[src/rtl/lcs_pkg.sv]
// ----------------------------------------------------------------------------
// lcs_pkg
// Shared types and constants of the lottery cpu scheduler.
// ----------------------------------------------------------------------------
package lcs_pkg;

	localparam int OP_W   = 2;
	localparam int CPU_W  = 2;
	localparam int PID_W  = 10;
	localparam int DRAW_W = 16;
	localparam int QL_W   = 8;
	localparam int DCNT_W = $clog2(DRAW_W + 1);

	localparam logic [QL_W-1:0] QUANTUM_RESET = 8'd10;

	typedef enum logic [OP_W-1:0] {
		OP_ADD   = 2'd0,
		OP_TICK  = 2'd1,
		OP_BLOCK = 2'd2,
		OP_EXIT  = 2'd3
	} op_t;

	typedef enum logic [8:0] {
		S_IDLE = 9'b000000001,
		S_EVAL = 9'b000000010,
		S_DIV  = 9'b000000100,
		S_PICK = 9'b000001000,
		S_RWIN = 9'b000010000,
		S_SHRD = 9'b000100000,
		S_SHWR = 9'b001000000,
		S_FIN  = 9'b010000000,
		S_OUT  = 9'b100000000
	} state_t;

	typedef struct packed {
		logic in_rdy;
		logic add;
		logic set_idle;
		logic tick_dec;
		logic div_start;
		logic div_req;
		logic keep;
		logic pick_rd;
		logic win_latch;
		logic sh_rd;
		logic sh_wr;
		logic fin;
		logic out_load;
	} dp_cmd_t;

	typedef struct packed {
		logic in_acc;
		logic is_add;
		logic is_tick;
		logic cpu_ok;
		logic cpu_idle;
		logic expire;
		logic pool_empty;
		logic div_busy;
		logic keep_cur;
		logic more_shift;
		logic out_free;
	} dp_sts_t;

endpackage

[src/rtl/lcs_evt_if.sv]
// ----------------------------------------------------------------------------
// lcs_evt_if
// Event channel: one scheduler event word per handshake.
// ----------------------------------------------------------------------------
interface lcs_evt_if;
	logic                         valid;
	logic                         ready;
	logic [lcs_pkg::OP_W-1:0]     op;
	logic [lcs_pkg::CPU_W-1:0]    cpu;
	logic [lcs_pkg::PID_W-1:0]    pid;
	logic [lcs_pkg::DRAW_W-1:0]   draw;

	modport source (output valid, op, cpu, pid, draw, input ready);
	modport sink (input valid, op, cpu, pid, draw, output ready);
endinterface

[src/rtl/lcs_res_if.sv]
// ----------------------------------------------------------------------------
// lcs_res_if
// Result channel: one scheduling decision word per handshake.
// ----------------------------------------------------------------------------
interface lcs_res_if;
	logic                        valid;
	logic                        ready;
	logic [lcs_pkg::PID_W-1:0]   next_task;
	logic                        idle;
	logic                        status;

	modport source (output valid, next_task, idle, status, input ready);
	modport sink (input valid, next_task, idle, status, output ready);
endinterface

[src/rtl/lcs_cfg_if.sv]
// ----------------------------------------------------------------------------
// lcs_cfg_if
// Configuration write channel for the quantum length register.
// ----------------------------------------------------------------------------
interface lcs_cfg_if;
	logic                       valid;
	logic                       ready;
	logic [lcs_pkg::QL_W-1:0]   data;

	modport source (output valid, data, input ready);
	modport sink (input valid, data, output ready);
endinterface

[src/rtl/lcs_mod.sv]
// ----------------------------------------------------------------------------
// lcs_mod
// Bit-serial restoring remainder unit, one dividend bit per cycle.
// ----------------------------------------------------------------------------
module lcs_mod #(
	parameter int DW = 6
) (
	input  logic                         clk,
	input  logic                         arst_n,
	input  logic                         start,
	input  logic [lcs_pkg::DRAW_W-1:0]   num,
	input  logic [DW-1:0]                den,
	output logic                         busy,
	output logic [DW-1:0]                rem
);

	logic                          busy_q;
	logic [lcs_pkg::DCNT_W-1:0]    cnt_q;
	logic [lcs_pkg::DRAW_W-1:0]    num_q;
	logic [DW-1:0]                 den_q;
	logic [DW-1:0]                 rem_q;
	logic [DW:0]                   trial;
	logic [DW:0]                   diff;
	logic                          ge;

	assign trial = {rem_q, num_q[lcs_pkg::DRAW_W-1]};
	assign ge    = trial >= {1'b0, den_q};
	assign diff  = trial - {1'b0, den_q};

	always_ff @(posedge clk or negedge arst_n) begin
		if (!arst_n) begin
			busy_q <= 1'b0;
			cnt_q  <= '0;
		end else if (start) begin
			busy_q <= 1'b1;
			cnt_q  <= lcs_pkg::DCNT_W'(lcs_pkg::DRAW_W);
		end else if (busy_q) begin
			cnt_q <= cnt_q - 1'b1;
			if (cnt_q == lcs_pkg::DCNT_W'(1))
				busy_q <= 1'b0;
		end
	end

	always_ff @(posedge clk) begin
		if (start) begin
			num_q <= num;
			den_q <= den;
			rem_q <= '0;
		end else if (busy_q) begin
			num_q <= {num_q[lcs_pkg::DRAW_W-2:0], 1'b0};
			rem_q <= ge ? diff[DW-1:0] : trial[DW-1:0];
		end
	end

	assign busy = busy_q;
	assign rem  = rem_q;

endmodule

[src/rtl/lcs_ctrl.sv]
// ----------------------------------------------------------------------------
// lcs_ctrl
// Sequencer: decode, draw, pool compaction and result hand-off.
// ----------------------------------------------------------------------------
module lcs_ctrl (
	input  logic               clk,
	input  logic               arst_n,
	input  lcs_pkg::dp_sts_t   sts,
	output lcs_pkg::dp_cmd_t   cmd
);

	lcs_pkg::state_t state_q;
	lcs_pkg::state_t state_d;

	always_ff @(posedge clk or negedge arst_n) begin
		if (!arst_n)
			state_q <= lcs_pkg::S_IDLE;
		else
			state_q <= state_d;
	end

	always_comb begin
		cmd     = '0;
		state_d = state_q;
		case (state_q)
			lcs_pkg::S_IDLE: begin
				cmd.in_rdy = 1'b1;
				if (sts.in_acc)
					state_d = lcs_pkg::S_EVAL;
			end
			lcs_pkg::S_EVAL: begin
				state_d = lcs_pkg::S_OUT;
				if (sts.is_add) begin
					cmd.add = 1'b1;
				end else if (!sts.cpu_ok) begin
					state_d = lcs_pkg::S_OUT;
				end else if (sts.is_tick && !sts.cpu_idle) begin
					if (sts.expire) begin
						cmd.div_start = 1'b1;
						cmd.div_req   = 1'b1;
						state_d       = lcs_pkg::S_DIV;
					end else begin
						cmd.tick_dec = 1'b1;
					end
				end else if (sts.pool_empty) begin
					cmd.set_idle = 1'b1;
				end else begin
					cmd.div_start = 1'b1;
					state_d       = lcs_pkg::S_DIV;
				end
			end
			lcs_pkg::S_DIV: begin
				if (!sts.div_busy)
					state_d = lcs_pkg::S_PICK;
			end
			lcs_pkg::S_PICK: begin
				if (sts.keep_cur) begin
					cmd.keep = 1'b1;
					state_d  = lcs_pkg::S_OUT;
				end else begin
					cmd.pick_rd = 1'b1;
					state_d     = lcs_pkg::S_RWIN;
				end
			end
			lcs_pkg::S_RWIN: begin
				cmd.win_latch = 1'b1;
				state_d       = lcs_pkg::S_SHRD;
			end
			lcs_pkg::S_SHRD: begin
				if (sts.more_shift) begin
					cmd.sh_rd = 1'b1;
					state_d   = lcs_pkg::S_SHWR;
				end else begin
					state_d = lcs_pkg::S_FIN;
				end
			end
			lcs_pkg::S_SHWR: begin
				cmd.sh_wr = 1'b1;
				state_d   = lcs_pkg::S_SHRD;
			end
			lcs_pkg::S_FIN: begin
				cmd.fin = 1'b1;
				state_d = lcs_pkg::S_OUT;
			end
			lcs_pkg::S_OUT: begin
				if (sts.out_free) begin
					cmd.out_load = 1'b1;
					state_d      = lcs_pkg::S_IDLE;
				end
			end
			default: begin
				state_d = lcs_pkg::S_IDLE;
			end
		endcase
	end

endmodule

[src/rtl/lcs_dp.sv]
// ----------------------------------------------------------------------------
// lcs_dp
// Datapath: ready pool memory, per-cpu state, draw remainder and result word.
// ----------------------------------------------------------------------------
module lcs_dp #(
	parameter int MAX_TASKS = 32,
	parameter int NUM_CPUS  = 4,
	parameter int PID_BITS  = 10
) (
	input  logic               clk,
	input  logic               arst_n,
	lcs_evt_if.sink            evt,
	lcs_res_if.source          res,
	lcs_cfg_if.sink            cfg,
	input  lcs_pkg::dp_cmd_t   cmd,
	output lcs_pkg::dp_sts_t   sts
);

	localparam int AW  = (MAX_TASKS > 1) ? $clog2(MAX_TASKS) : 1;
	localparam int CW  = $clog2(MAX_TASKS + 1);
	localparam int DW  = $clog2(MAX_TASKS + 2);
	localparam int CPW = (NUM_CPUS > 1) ? $clog2(NUM_CPUS) : 1;

	logic [lcs_pkg::OP_W-1:0]     op_q;
	logic [lcs_pkg::CPU_W-1:0]    cpu_q;
	logic [PID_BITS-1:0]          pid_q;
	logic [lcs_pkg::DRAW_W-1:0]   draw_q;
	logic [lcs_pkg::QL_W-1:0]     ql_q;
	logic [CW-1:0]                count_q;
	logic                         full_q;
	logic                         req_q;
	logic [AW-1:0]                idx_q;
	logic [PID_BITS-1:0]          win_q;
	logic [PID_BITS-1:0]          rdata_q;
	logic [PID_BITS-1:0]          pool_mem [MAX_TASKS];

	logic [PID_BITS-1:0]          run_q   [NUM_CPUS];
	logic                         idle_q  [NUM_CPUS];
	logic [lcs_pkg::QL_W-1:0]     quant_q [NUM_CPUS];

	logic                         out_valid_q;
	logic [lcs_pkg::PID_W-1:0]    out_task_q;
	logic                         out_idle_q;
	logic                         out_status_q;

	logic [CPW-1:0]               c_idx;
	logic                         cpu_ok;
	logic                         is_add;
	logic                         full;
	logic [PID_BITS-1:0]          cur_run;
	logic                         cur_idle;
	logic [lcs_pkg::QL_W-1:0]     cur_quant;
	logic [DW-1:0]                den;
	logic [DW-1:0]                rem;
	logic                         div_busy;
	logic [CW:0]                  idx_nxt;
	logic                         mem_we;
	logic [AW-1:0]                mem_wa;
	logic [PID_BITS-1:0]          mem_wd;
	logic                         mem_re;
	logic [AW-1:0]                mem_ra;
	logic                         in_acc;

	assign in_acc    = evt.valid && evt.ready;
	assign evt.ready = cmd.in_rdy;
	assign cfg.ready = 1'b1;

	assign is_add    = op_q == lcs_pkg::OP_ADD;
	assign cpu_ok    = int'(cpu_q) < NUM_CPUS;
	assign c_idx     = CPW'(cpu_q);
	assign cur_run   = run_q[c_idx];
	assign cur_idle  = idle_q[c_idx];
	assign cur_quant = quant_q[c_idx];
	assign full      = count_q == CW'(MAX_TASKS);
	assign den       = DW'(count_q) + DW'(cmd.div_req);
	assign idx_nxt   = (CW+1)'(idx_q) + (CW+1)'(1);

	always_ff @(posedge clk) begin
		if (in_acc) begin
			op_q   <= evt.op;
			cpu_q  <= evt.cpu;
			pid_q  <= PID_BITS'(evt.pid);
			draw_q <= evt.draw;
		end
		if (cmd.add)
			full_q <= full;
		if (cmd.div_start)
			req_q <= cmd.div_req;
		if (cmd.pick_rd)
			idx_q <= AW'(rem);
		else if (cmd.sh_wr)
			idx_q <= idx_q + 1'b1;
		if (cmd.win_latch)
			win_q <= rdata_q;
	end

	always_ff @(posedge clk or negedge arst_n) begin
		if (!arst_n)
			ql_q <= lcs_pkg::QUANTUM_RESET;
		else if (cfg.valid && cfg.ready)
			ql_q <= cfg.data;
	end

	always_ff @(posedge clk or negedge arst_n) begin
		if (!arst_n)
			count_q <= '0;
		else if (cmd.add && !full)
			count_q <= count_q + 1'b1;
		else if (cmd.fin && !req_q)
			count_q <= count_q - 1'b1;
	end

	// pool memory: one write port, one registered read port
	always_comb begin
		mem_we = 1'b0;
		mem_wa = idx_q;
		mem_wd = rdata_q;
		if (cmd.add && !full) begin
			mem_we = 1'b1;
			mem_wa = AW'(count_q);
			mem_wd = pid_q;
		end else if (cmd.sh_wr) begin
			mem_we = 1'b1;
		end else if (cmd.fin && req_q) begin
			mem_we = 1'b1;
			mem_wa = AW'(count_q - 1'b1);
			mem_wd = cur_run;
		end
	end

	assign mem_re = cmd.pick_rd || cmd.sh_rd;
	assign mem_ra = cmd.pick_rd ? AW'(rem) : AW'(idx_nxt);

	always_ff @(posedge clk) begin
		if (mem_we)
			pool_mem[mem_wa] <= mem_wd;
		if (mem_re)
			rdata_q <= pool_mem[mem_ra];
	end

	always_ff @(posedge clk or negedge arst_n) begin
		if (!arst_n) begin
			for (int i = 0; i < NUM_CPUS; i++) begin
				run_q[i]   <= '0;
				idle_q[i]  <= 1'b1;
				quant_q[i] <= lcs_pkg::QUANTUM_RESET;
			end
		end else if (cmd.set_idle) begin
			run_q[c_idx]  <= '0;
			idle_q[c_idx] <= 1'b1;
		end else if (cmd.tick_dec) begin
			quant_q[c_idx] <= cur_quant - 1'b1;
		end else if (cmd.keep) begin
			idle_q[c_idx]  <= 1'b0;
			quant_q[c_idx] <= ql_q;
		end else if (cmd.fin) begin
			run_q[c_idx]   <= win_q;
			idle_q[c_idx]  <= 1'b0;
			quant_q[c_idx] <= ql_q;
		end
	end

	lcs_mod #(
		.DW(DW)
	) u_mod (
		.clk   (clk),
		.arst_n(arst_n),
		.start (cmd.div_start),
		.num   (draw_q),
		.den   (den),
		.busy  (div_busy),
		.rem   (rem)
	);

	// result word
	always_ff @(posedge clk or negedge arst_n) begin
		if (!arst_n)
			out_valid_q <= 1'b0;
		else if (cmd.out_load)
			out_valid_q <= 1'b1;
		else if (res.ready)
			out_valid_q <= 1'b0;
	end

	always_ff @(posedge clk) begin
		if (cmd.out_load) begin
			out_status_q <= is_add && full_q;
			if (is_add) begin
				out_task_q <= '0;
				out_idle_q <= 1'b0;
			end else if (!cpu_ok || cur_idle) begin
				out_task_q <= '0;
				out_idle_q <= 1'b1;
			end else begin
				out_task_q <= lcs_pkg::PID_W'(cur_run);
				out_idle_q <= 1'b0;
			end
		end
	end

	assign res.valid     = out_valid_q;
	assign res.next_task = out_task_q;
	assign res.idle      = out_idle_q;
	assign res.status    = out_status_q;

	always_comb begin
		sts            = '0;
		sts.in_acc     = in_acc;
		sts.is_add     = is_add;
		sts.is_tick    = op_q == lcs_pkg::OP_TICK;
		sts.cpu_ok     = cpu_ok;
		sts.cpu_idle   = cur_idle;
		sts.expire     = cur_quant == lcs_pkg::QL_W'(1);
		sts.pool_empty = count_q == '0;
		sts.div_busy   = div_busy;
		sts.keep_cur   = req_q && (rem == DW'(count_q));
		sts.more_shift = idx_nxt < (CW+1)'(count_q);
		sts.out_free   = !out_valid_q || res.ready;
	end

`ifndef SYNTH
	a_count_max: assert property (@(posedge clk) disable iff (!arst_n)
		int'(count_q) <= MAX_TASKS)
		else $error("pool count above capacity");

	a_single_item: assert property (@(posedge clk) disable iff (!arst_n)
		in_acc |=> !evt.ready)
		else $error("event taken while another is in flight");

	a_shift_range: assert property (@(posedge clk) disable iff (!arst_n)
		cmd.sh_wr |-> ((CW+1)'(idx_q) < (CW+1)'(count_q)))
		else $error("compaction write beyond pool fill");

	a_requeue_count: assert property (@(posedge clk) disable iff (!arst_n)
		(cmd.fin && req_q) |=> count_q == $past(count_q))
		else $error("requeue changed pool count");
`endif

endmodule

[src/rtl/lottery_cpu_scheduler.sv]
// add or non-expiring tick: event registered, decoded in EVAL, result loaded in OUT
// draw: remainder, winner read, later entries shift down; expired task kept in PICK
// the bit-serial remainder and the read-then-write pool shift set the rate
// one event in flight, next taken while the result word waits
// reset: pool empty, all cpus idle, quantum 10; pool contents unset, no clear pass
// ----------------------------------------------------------------------------
// lottery_cpu_scheduler
// Multi-cpu lottery scheduler with a shared ordered ready pool.
// ----------------------------------------------------------------------------
module lottery_cpu_scheduler #(
	parameter int MAX_TASKS = 32,
	parameter int NUM_CPUS  = 4,
	parameter int PID_BITS  = 10
) (
	input  logic        clk,
	input  logic        arst_n,
	lcs_evt_if.sink     evt,
	lcs_res_if.source   res,
	lcs_cfg_if.sink     cfg
);

	lcs_pkg::dp_cmd_t cmd;
	lcs_pkg::dp_sts_t sts;

	lcs_ctrl u_ctrl (
		.clk   (clk),
		.arst_n(arst_n),
		.sts   (sts),
		.cmd   (cmd)
	);

	lcs_dp #(
		.MAX_TASKS(MAX_TASKS),
		.NUM_CPUS (NUM_CPUS),
		.PID_BITS (PID_BITS)
	) u_dp (
		.clk   (clk),
		.arst_n(arst_n),
		.evt   (evt),
		.res   (res),
		.cfg   (cfg),
		.cmd   (cmd),
		.sts   (sts)
	);

endmodule
[src/flat_wrapper.sv]
// flat-port wrapper written by rule: the top's interface ports become plain ports
module lottery_cpu_scheduler_flat 
#(
	parameter int MAX_TASKS = 32,
	parameter int NUM_CPUS  = 4,
	parameter int PID_BITS  = 10
)
  (clk, arst_n, evt_valid, evt_op, evt_cpu, evt_pid, evt_draw, evt_ready, res_valid, res_next_task, res_idle, res_status, res_ready, cfg_valid, cfg_data, cfg_ready);
  lcs_evt_if evt_i ();
  lcs_res_if res_i ();
  lcs_cfg_if cfg_i ();
  input  logic clk;
  input  logic arst_n;
  input wire logic [$bits(evt_i.valid)-1:0] evt_valid;
  input wire logic [$bits(evt_i.op)-1:0] evt_op;
  input wire logic [$bits(evt_i.cpu)-1:0] evt_cpu;
  input wire logic [$bits(evt_i.pid)-1:0] evt_pid;
  input wire logic [$bits(evt_i.draw)-1:0] evt_draw;
  output wire logic [$bits(evt_i.ready)-1:0] evt_ready;
  output wire logic [$bits(res_i.valid)-1:0] res_valid;
  output wire logic [$bits(res_i.next_task)-1:0] res_next_task;
  output wire logic [$bits(res_i.idle)-1:0] res_idle;
  output wire logic [$bits(res_i.status)-1:0] res_status;
  input wire logic [$bits(res_i.ready)-1:0] res_ready;
  input wire logic [$bits(cfg_i.valid)-1:0] cfg_valid;
  input wire logic [$bits(cfg_i.data)-1:0] cfg_data;
  output wire logic [$bits(cfg_i.ready)-1:0] cfg_ready;
  assign evt_i.valid = evt_valid;
  assign evt_i.op = evt_op;
  assign evt_i.cpu = evt_cpu;
  assign evt_i.pid = evt_pid;
  assign evt_i.draw = evt_draw;
  assign evt_ready = evt_i.ready;
  assign res_valid = res_i.valid;
  assign res_next_task = res_i.next_task;
  assign res_idle = res_i.idle;
  assign res_status = res_i.status;
  assign res_i.ready = res_ready;
  assign cfg_i.valid = cfg_valid;
  assign cfg_i.data = cfg_data;
  assign cfg_ready = cfg_i.ready;
  lottery_cpu_scheduler #(.MAX_TASKS(MAX_TASKS), .NUM_CPUS(NUM_CPUS), .PID_BITS(PID_BITS)) u_core (.clk(clk), .arst_n(arst_n), .evt(evt_i), .res(res_i), .cfg(cfg_i));
endmodule
[config.mk]
export PLATFORM = sky130hd
export DESIGN_NAME = lottery_cpu_scheduler_flat
export DESIGN_NICKNAME = d
export VERILOG_FILES = /design/src/rtl/lcs_pkg.sv /design/src/rtl/lcs_evt_if.sv /design/src/rtl/lcs_res_if.sv /design/src/rtl/lcs_cfg_if.sv /design/src/rtl/lcs_mod.sv /design/src/rtl/lcs_ctrl.sv /design/src/rtl/lcs_dp.sv /design/src/rtl/lottery_cpu_scheduler.sv /design/src/flat_wrapper.sv
export SDC_FILE = /design/constraint.sdc
export NUM_CORES = 1
export LEC_CHECK = 0
export BUFFER_PORTS_ARGS = -buffer_cell sky130_fd_sc_hd__buf_2
export CAP_MARGIN = 25
export CORE_UTILIZATION = 66
export CTS_BUF_LIST = sky130_fd_sc_hd__clkbuf_8
export CTS_CLUSTER_DIAMETER = 60
export DETAILED_ROUTE_END_ITERATION = 12
export PLACE_DENSITY = 0.84
export SYNTH_ARGS = -nofsm -noshare
export SYNTH_HDL_FRONTEND = slang
export SYNTH_SLANG_ARGS = --single-unit
[constraint.sdc]
create_clock -name clk -period 8.2 [get_ports clk]
set_input_delay 0.82 -clock clk [delete_from_list [all_inputs] [get_ports clk]]
set_output_delay 0.82 -clock clk [all_outputs]
set_load 0.005 [all_outputs]
==> metrics.cfg, run 1 <==
[run_status]
status = completed

[grt]
grt_pass1_vias = 13778
grt.total_usage_pct = 29.64
grt_max_degree = 103
antenna_found_initial = 0
grt_pass1_wl_mm = 75.71
globalRouteOverflowTotal = 0

[hold_path]
worst_hold_path_type = in2async

[cells_and_area]
regArea_sq_um = 15130
fill_cells = 2061
syn_to_final_growth_pct = 11.15
stdcell_area_sq_um = 24240
fin_nets = 1769
layout-drive-gt1-share_pct = 16.12
final_cell_mix = edfxtp_1 (411), nand2_1 (287), nor2_1 (95)
layout.cells.non_filler = 2210
layout_commonest_cell = edfxtp_1
multiInputGateArea_sq_um = 6325
diodes = 0

[power]
netSwitchingFraction_pct = 26.78
p_switching_w = 0.001632
comb_power_share_pct = 12.9
power_frac_clock_pct = 33.7
p_int_w = 0.004462
p_leak_nw = 9.126
power_frac_seq_pct = 53.5
ir_worst_vdd_mv = 0.1581
p_per_area_nw_per_um2 = 251.4

[drt]
drtIter0Drc = 1540
vias = 13886
drcViolationCount = 0
post_drt_via_cell_ratio = 6.283
postRouteWirelength_mm = 48.84
dr.pass1.iters = 6
drtAntennaViolNets = 0
avgRoutedWirePerCell_microns = 22.10

[floorplan]
chipHeight_microns = 183.8
die_area_sq_um = 33770
io-pin-count = 58
core_area_sq_um = 32540
die_w_microns = 183.8
row_count = 66
floorplan.initialDensity_pct = 67.02

[sta]
slew-limit-headroom_pct = 29.78
min_period_over_period_pct = 63.91
fin_tns_setup_ns = 0
skew_ns = 0.03614
fin_crit_ns = 5.241
max_freq_mhz = 190.8
slew_viol_final = 0
rsz0062_at_grt = no
setup_viol = 0
worstMarginPinSlew_ns = 1.049
timing_hold_violations_final = 0

[clocking]
clock_sinks = 523
cts_tree = yes
htreeDepth = 3
postCtsSetupBuffers = 0
ctsResizeCount = 0
path_clk_slew_ns = 0.06
clock_latency_ns = 0.64
clockRootBuffer = clkbuf_8
numCtsBuffers = 82
cts_buffer_depth = 3
cts_hold_buf = 0

[logic_synthesis]
syn_area_sq_um = 21800
yosysWarnings = 0
ys_ff_latch = 523
yosysUniqueCellTypes = 66
synth_top_area_cell = edfxtp_1
synth_flop_cell = edfxtp_1
synthCells = 1597
synth_top_area_share_pct = 56.60
syn_nets = 1662
ys_seq_area_share_pct = 69.40
synthTopCellsByArea = edfxtp_1 (57%), dfrtp_1 (10%), nand2_1 (4.9%)
syn_area_per_cell_sq_um = 13.65
async_flop_share_pct = 20.27
synth_edf_count = 411

[setup_path]
crit_path_start = u_core.u_dp.count_q[1]
worstReg2RegStart = u_core.u_dp.count_q[1]
cp-end-kind = flop
worstPathMaxFanout = 102
worstSetupPathType = reg2reg
startpoint_type = flop
r2r-end = u_core.u_dp.rdata_q[1]
critPathArrivalTime_ns = 5.60
reg2regPathDepth = 11
r2r_slack_ns = 2.96
cp.required_ns = 8.55

[place]
place_area_sq_um = 22640
hpwlAfterDp_mm = 30.00
place_inst = 2054
numPortBuffers = 56
gp_congestion = 0.8549

[run]
maxCapViolCount = 0

-- power groups by stage --
stage | Combinational [W] | Clock (W) | Sequential (W)
5_1_grt | 0.000883 | 0.00218 | 0.00328
4_1_cts | 0.000784 | 0.00207 | 0.00325
6_report | 0.000785 | 0.00205 | 0.00326
3_3_place_gp | 0.000739 | 0 | 0.00329
2_1_floorplan | 0.000599 | 0 | 0.00324
3_5_place_dp | 0.000780 | 0 | 0.00330
-- worst max-delay path by stage --
stage,end,depth (start not counted)
2_1_floorplan,u_core.u_dp.u_mod.num_q[0],10
5_1_grt,u_core.u_dp.rdata_q[7],11
4_1_cts,u_core.u_dp.rdata_q[1],11
6_report,u_core.u_dp.rdata_q[1],11
3_5_place_dp,u_core.u_dp.rdata_q[9],11
3_3_place_gp,u_core.u_dp.rdata_q[2],11
-- layout make-up --
class / count / share of cell area (%)
clock buffer: 86 / 4.884
tap: 442 / 2.282
multi-input combinational: 974 / 26.10
sequential: 523 / 62.44
inverter: 29 / 0.4698
clock inverter: 62 / 1.384
timing repair buffer: 94 / 2.442
-- per-stage QoR --
stage / hold slack [ns] / total power, W / util (%) / setup slack, ns
floorplan: 0.4257 / 0.003844 / - / 4.481
global placement: 0.4521 / 0.004030 / 69.42 / 3.393
detailed placement: 0.4530 / 0.004083 / 69.57 / 3.166
CTS: 0.04362 / 0.006111 / 74.24 / 3.086
global route: 0.07873 / 0.006340 / 74.49 / 2.708
finish: 0.06356 / 0.006094 / 74.49 / 2.959
-- synthesized netlist by cell type, drive strengths merged (3+ instances only) --
library cell,n
clkbuf,47
xor2,7
a32o,3
and3,7
nand4,14
o21ai,55
mux2,24
or4,3
a2111oi,9
o211ai,12
nor2,95
ha,21
buf,24
a22o,40
a21boi,4
edfxtp,411
a2bb2oi,9
nor3,8
nand3,71
dfrtp,91
dfstp,15
nand2,287
and2,16
a211oi,5
nor4b,3
a21oi,49
nand3b,10
nor2b,8
or3b,3
dfxtp,6
mux2i,93
o31ai,3
inv,28
or3,3
mux4,19
xnor2,24
a32oi,27
a22oi,3
nor4,10
nand2b,6
or2,4
-- worst max-delay path, stage by stage (launching register included) --
cell	delay, ns
dfrtp_1	0.59
xnor2_1	0.19
nand3_1	0.15
o21ai_2	0.64
mux2i_4	0.32
buf_4	0.80
inv_6	0.55
buf_4	0.56
mux2i_1	0.20
mux2i_1	0.16
o211ai_1	0.11
a2111oi_0	0.53
-- sequential cells by signal (all words and copies together) (netlist names), 9 cells and up, named ones only --
signal                     cells
u_core.u_dp.u_mod.num_q       16
u_core.u_ctrl.state_q          9
u_core.u_dp.pid_q             10
u_core.u_dp.win_q             10
u_core.u_dp.draw_q            16
u_core.u_dp.pool_mem         320
u_core.u_dp.res.next_task     10
u_core.u_dp.run_q             40
u_core.u_dp.rdata_q           10
u_core.u_dp.quant_q           32
-- per-layer routing --
| metal | vias up | GRT usage (%) | wire [microns] |
|---|---|---|---|
| met3 | 149 | 5.032 | 4320 |
| met4 | 0 | 14.00 | 1941 |
| met5 | - | 0 | 0 |
| met2 | 789 | 47.52 | 23310 |
| met1 | 6782 | 39.95 | 19270 |
| li1 | 6166 | - | - |
-- kinds of logic after synthesis --
family	count (synthesis)	synth area share, %
and+or+nand+nor	555	11.37
other	1	0.01720
xor gates and xnor gates	31	1.245
DFF	523	69.40
adders and majority gates	22	1.297
muxes	136	7.586
AOI/OAI and AO/OA	229	7.259
buffers and inverters	100	1.819
(Power assumes the default switching activity.)
==> run 2, diff against run 1 <==
CORE_UTILIZATION = 65   (was 66)
PLACE_DENSITY = 0.83   (was 0.84)
clock period = 5 ns   (was 8.2 ns; I/O delays follow)
==> run 2 against run 1 <==
Highest routed layer unchanged; global-route usage about the same; wire length increased by 1.4%; largest power group unchanged; critical path depth decreased by 1; cell count increased by 1.2%; clock-buffer cell count increased by 6; flip-flop and latch count unchanged.
==> metrics.cfg, run 2 (same netlist as run 1, synthesis figures left out) <==
[setup_path]
worstSetupPathType = reg2reg
cp_slowest_cell = a2111oi_0
critPathArrivalTime_ns = 4.74  ; -0.86 ns
worstReg2RegStart = u_core.u_ctrl.state_q[8]
r2r-end = u_core.u_dp.rdata_q[7]
reg2regPathDepth = 10  ; -1
cp.required_ns = 5.33  ; -3.22 ns
crit_chain = or4_4 > nor3_2 > o21ai_2 > mux2i_4 > inv_6 > buf_4 > mux2i_1 > a32oi_1 > nand4_1 > a2111oi_0
r2r_slack_ns = 0.59  ; -2.37 ns
startpoint_type = flop
worstPathMaxFanout = 60  ; -41%
critPathMaxStageDelay_ns = 0.63  ; -0.17 ns
cp-end-kind = flop

[hold_path]
whs_path_depth = 1
min_from = evt_pid[8]
worst_hold_path_type = in2reg
min_to = u_core.u_dp.pid_q[8]

[sta]
setup_slack_ns = 0.5906  ; -2.369 ns
hold_slack_ns = 0.04742  ; -0.01614 ns
fin_tns_setup_ns = 0  ; unchanged
slew_viol_final = 0  ; unchanged
rsz0062_at_grt = no
skew_ns = 0.02932  ; -0.006823 ns
fin_crit_ns = 4.409  ; -0.8313 ns
max_freq_mhz = 226.8  ; +19%
timing_hold_violations_final = 0  ; unchanged
min_period_over_period_pct = 88.19  ; +24 points
setup_viol = 0  ; unchanged
worstMarginPinSlew_ns = 0.9369  ; -0.1126 ns
slew-limit-headroom_pct = 37.54  ; +7.8 points

[clocking]
postCtsSetupBuffers = 0  ; unchanged
path_clk_slew_ns = 0.06  ; about the same
clock_latency_ns = 0.63  ; about the same
cts_tree = yes
htreeDepth = 3  ; unchanged
cts_buffer_depth = 3  ; unchanged
clockRootBuffer = clkbuf_8
clock_sinks = 523  ; unchanged
numCtsBuffers = 82  ; unchanged

[floorplan]
io-pin-count = 58  ; unchanged
core_area_sq_um = 32780  ; +0.76%
die_area_sq_um = 34280  ; +1.5%
row_count = 66  ; unchanged
die_w_microns = 185.2  ; +0.76%
chipHeight_microns = 185.2  ; +0.76%
floorplan.initialDensity_pct = 66.51  ; -0.51 points

[grt]
grt_pass1_wl_mm = 76.26  ; +0.73%
antenna_found_initial = 0  ; unchanged
grt_pass1_vias = 13906  ; +0.93%
grt.total_usage_pct = 29.65  ; about the same
grt_max_degree = 86  ; -17%
globalRouteOverflowTotal = 0  ; unchanged

[cells_and_area]
largest-register = u_core.u_dp.pool_mem
final_cell_mix = edfxtp_1 (411), nand2_1 (287), nor2_1 (95)
layout.cells.non_filler = 2236  ; +1.2%
syn_to_final_growth_pct = 12.25
fin_nets = 1796  ; +1.5%
layout_commonest_cell = edfxtp_1
fill_cells = 1992  ; -3.3%
largest_reg_flops = 320  ; unchanged
layout-drive-gt1-share_pct = 17.50  ; +1.4 points
reg.largest.list = u_core.u_dp.pool_mem x320, u_core.u_dp.run_q x40, u_core.u_dp.quant_q x32
diodes = 0  ; unchanged

[drt]
drtIter0Drc = 1619  ; +5.1%
avgRoutedWirePerCell_microns = 22.15  ; +0.22%
dr.pass1.iters = 8  ; +2
vias = 13995  ; +0.78%
post_drt_via_cell_ratio = 6.259  ; -0.39%
drtAntennaViolNets = 0  ; unchanged
drcViolationCount = 0  ; unchanged
postRouteWirelength_mm = 49.52  ; +1.4%

[power]
p_per_area_nw_per_um2 = 410.3  ; +63%
p_total_w = 0.01004  ; +65%
ir_worst_vdd_mv = 0.3811  ; +140%
p_leak_nw = 9.287  ; +1.8%

[place]
numPortBuffers = 56  ; unchanged
gp_congestion = 0.9122  ; +6.7%
hpwlAfterDp_mm = 31.76  ; +5.9%
post-place-ws_ns = 0.7666  ; -2.400 ns
place_inst = 2088  ; +1.7%

[run_status]
status = completed

[run]
maxCapViolCount = 0  ; unchanged

-- run 2: final cells by class --
cell class | count | area, sq um | share of cell area [%]
Timing Repair Buffer | 121 | 803.3 | 3.282
Clock inverter | 55 | 280.3 | 1.145
Tap cell | 442 | 553.0 | 2.260
Multi-Input combinational cell | 974 | 6325 | 25.84
Sequential cell | 523 | 15130 | 61.83
Inverter | 29 | 113.9 | 0.4652
Clock buffer | 92 | 1266 | 5.174
-- run 2: how the worst max path moves through the flow --
| stage | from | to | slack [ns] |
|---|---|---|---|
| finish | u_core.u_ctrl.state_q[8] | u_core.u_dp.rdata_q[7] | 0.59 |
| detailed placement | u_core.u_ctrl.state_q[8] | u_core.u_dp.rdata_q[7] | 0.77 |
| global route | u_core.u_ctrl.state_q[8] | u_core.u_dp.rdata_q[7] | 0.44 |
| global placement | u_core.u_ctrl.state_q[8] | u_core.u_dp.rdata_q[7] | 0.98 |
| floorplan | u_core.u_dp.c_idx[0] | u_core.u_dp.u_mod.num_q[0] | 1.28 |
| CTS | u_core.u_ctrl.state_q[8] | u_core.u_dp.rdata_q[7] | 0.72 |
-- run 2: worst max-delay path: cells and delay by family, from the launching register on --
kind	cells	cell delay [ns]
AO/OA/AOI/OAI	3	1.16
AND/OR/NAND/NOR	3	1.14
multiplexers	2	0.43
flip-flops	1	0.41
buffers and inverters	2	0.93
-- run 2: what timing repair did --
item	4_1_cts	5_1_grt
endpoints found under the hold margin	47	0
hold buffers	1	0
resized for setup	0	0
-- run 2: stage by stage --
step	utilization, %	area [sq um]
after floorplan	-	21800
after global placement	69.70	22850
after detailed placement	69.91	22920
after CTS	74.65	24470
after global routing	74.65	24470
final	74.65	24470
-- run 2: power breakdown --
group / internal [W] / total, W / switching, W
sequential: 0.00510 / 0.00535 / 0.000258
clock: 0.00174 / 0.00339 / 0.00165
combinational: 0.000522 / 0.00130 / 0.000773
-- run 2: layer usage --
| metal | part of all wire, % | track usage, % |
|---|---|---|
| met4 | 3.7 | 12.89 |
| met1 | 40 | 40.53 |
| met5 | 0 | 0 |
| met2 | 48 | 47.10 |
| met3 | 8.1 | 5.446 |
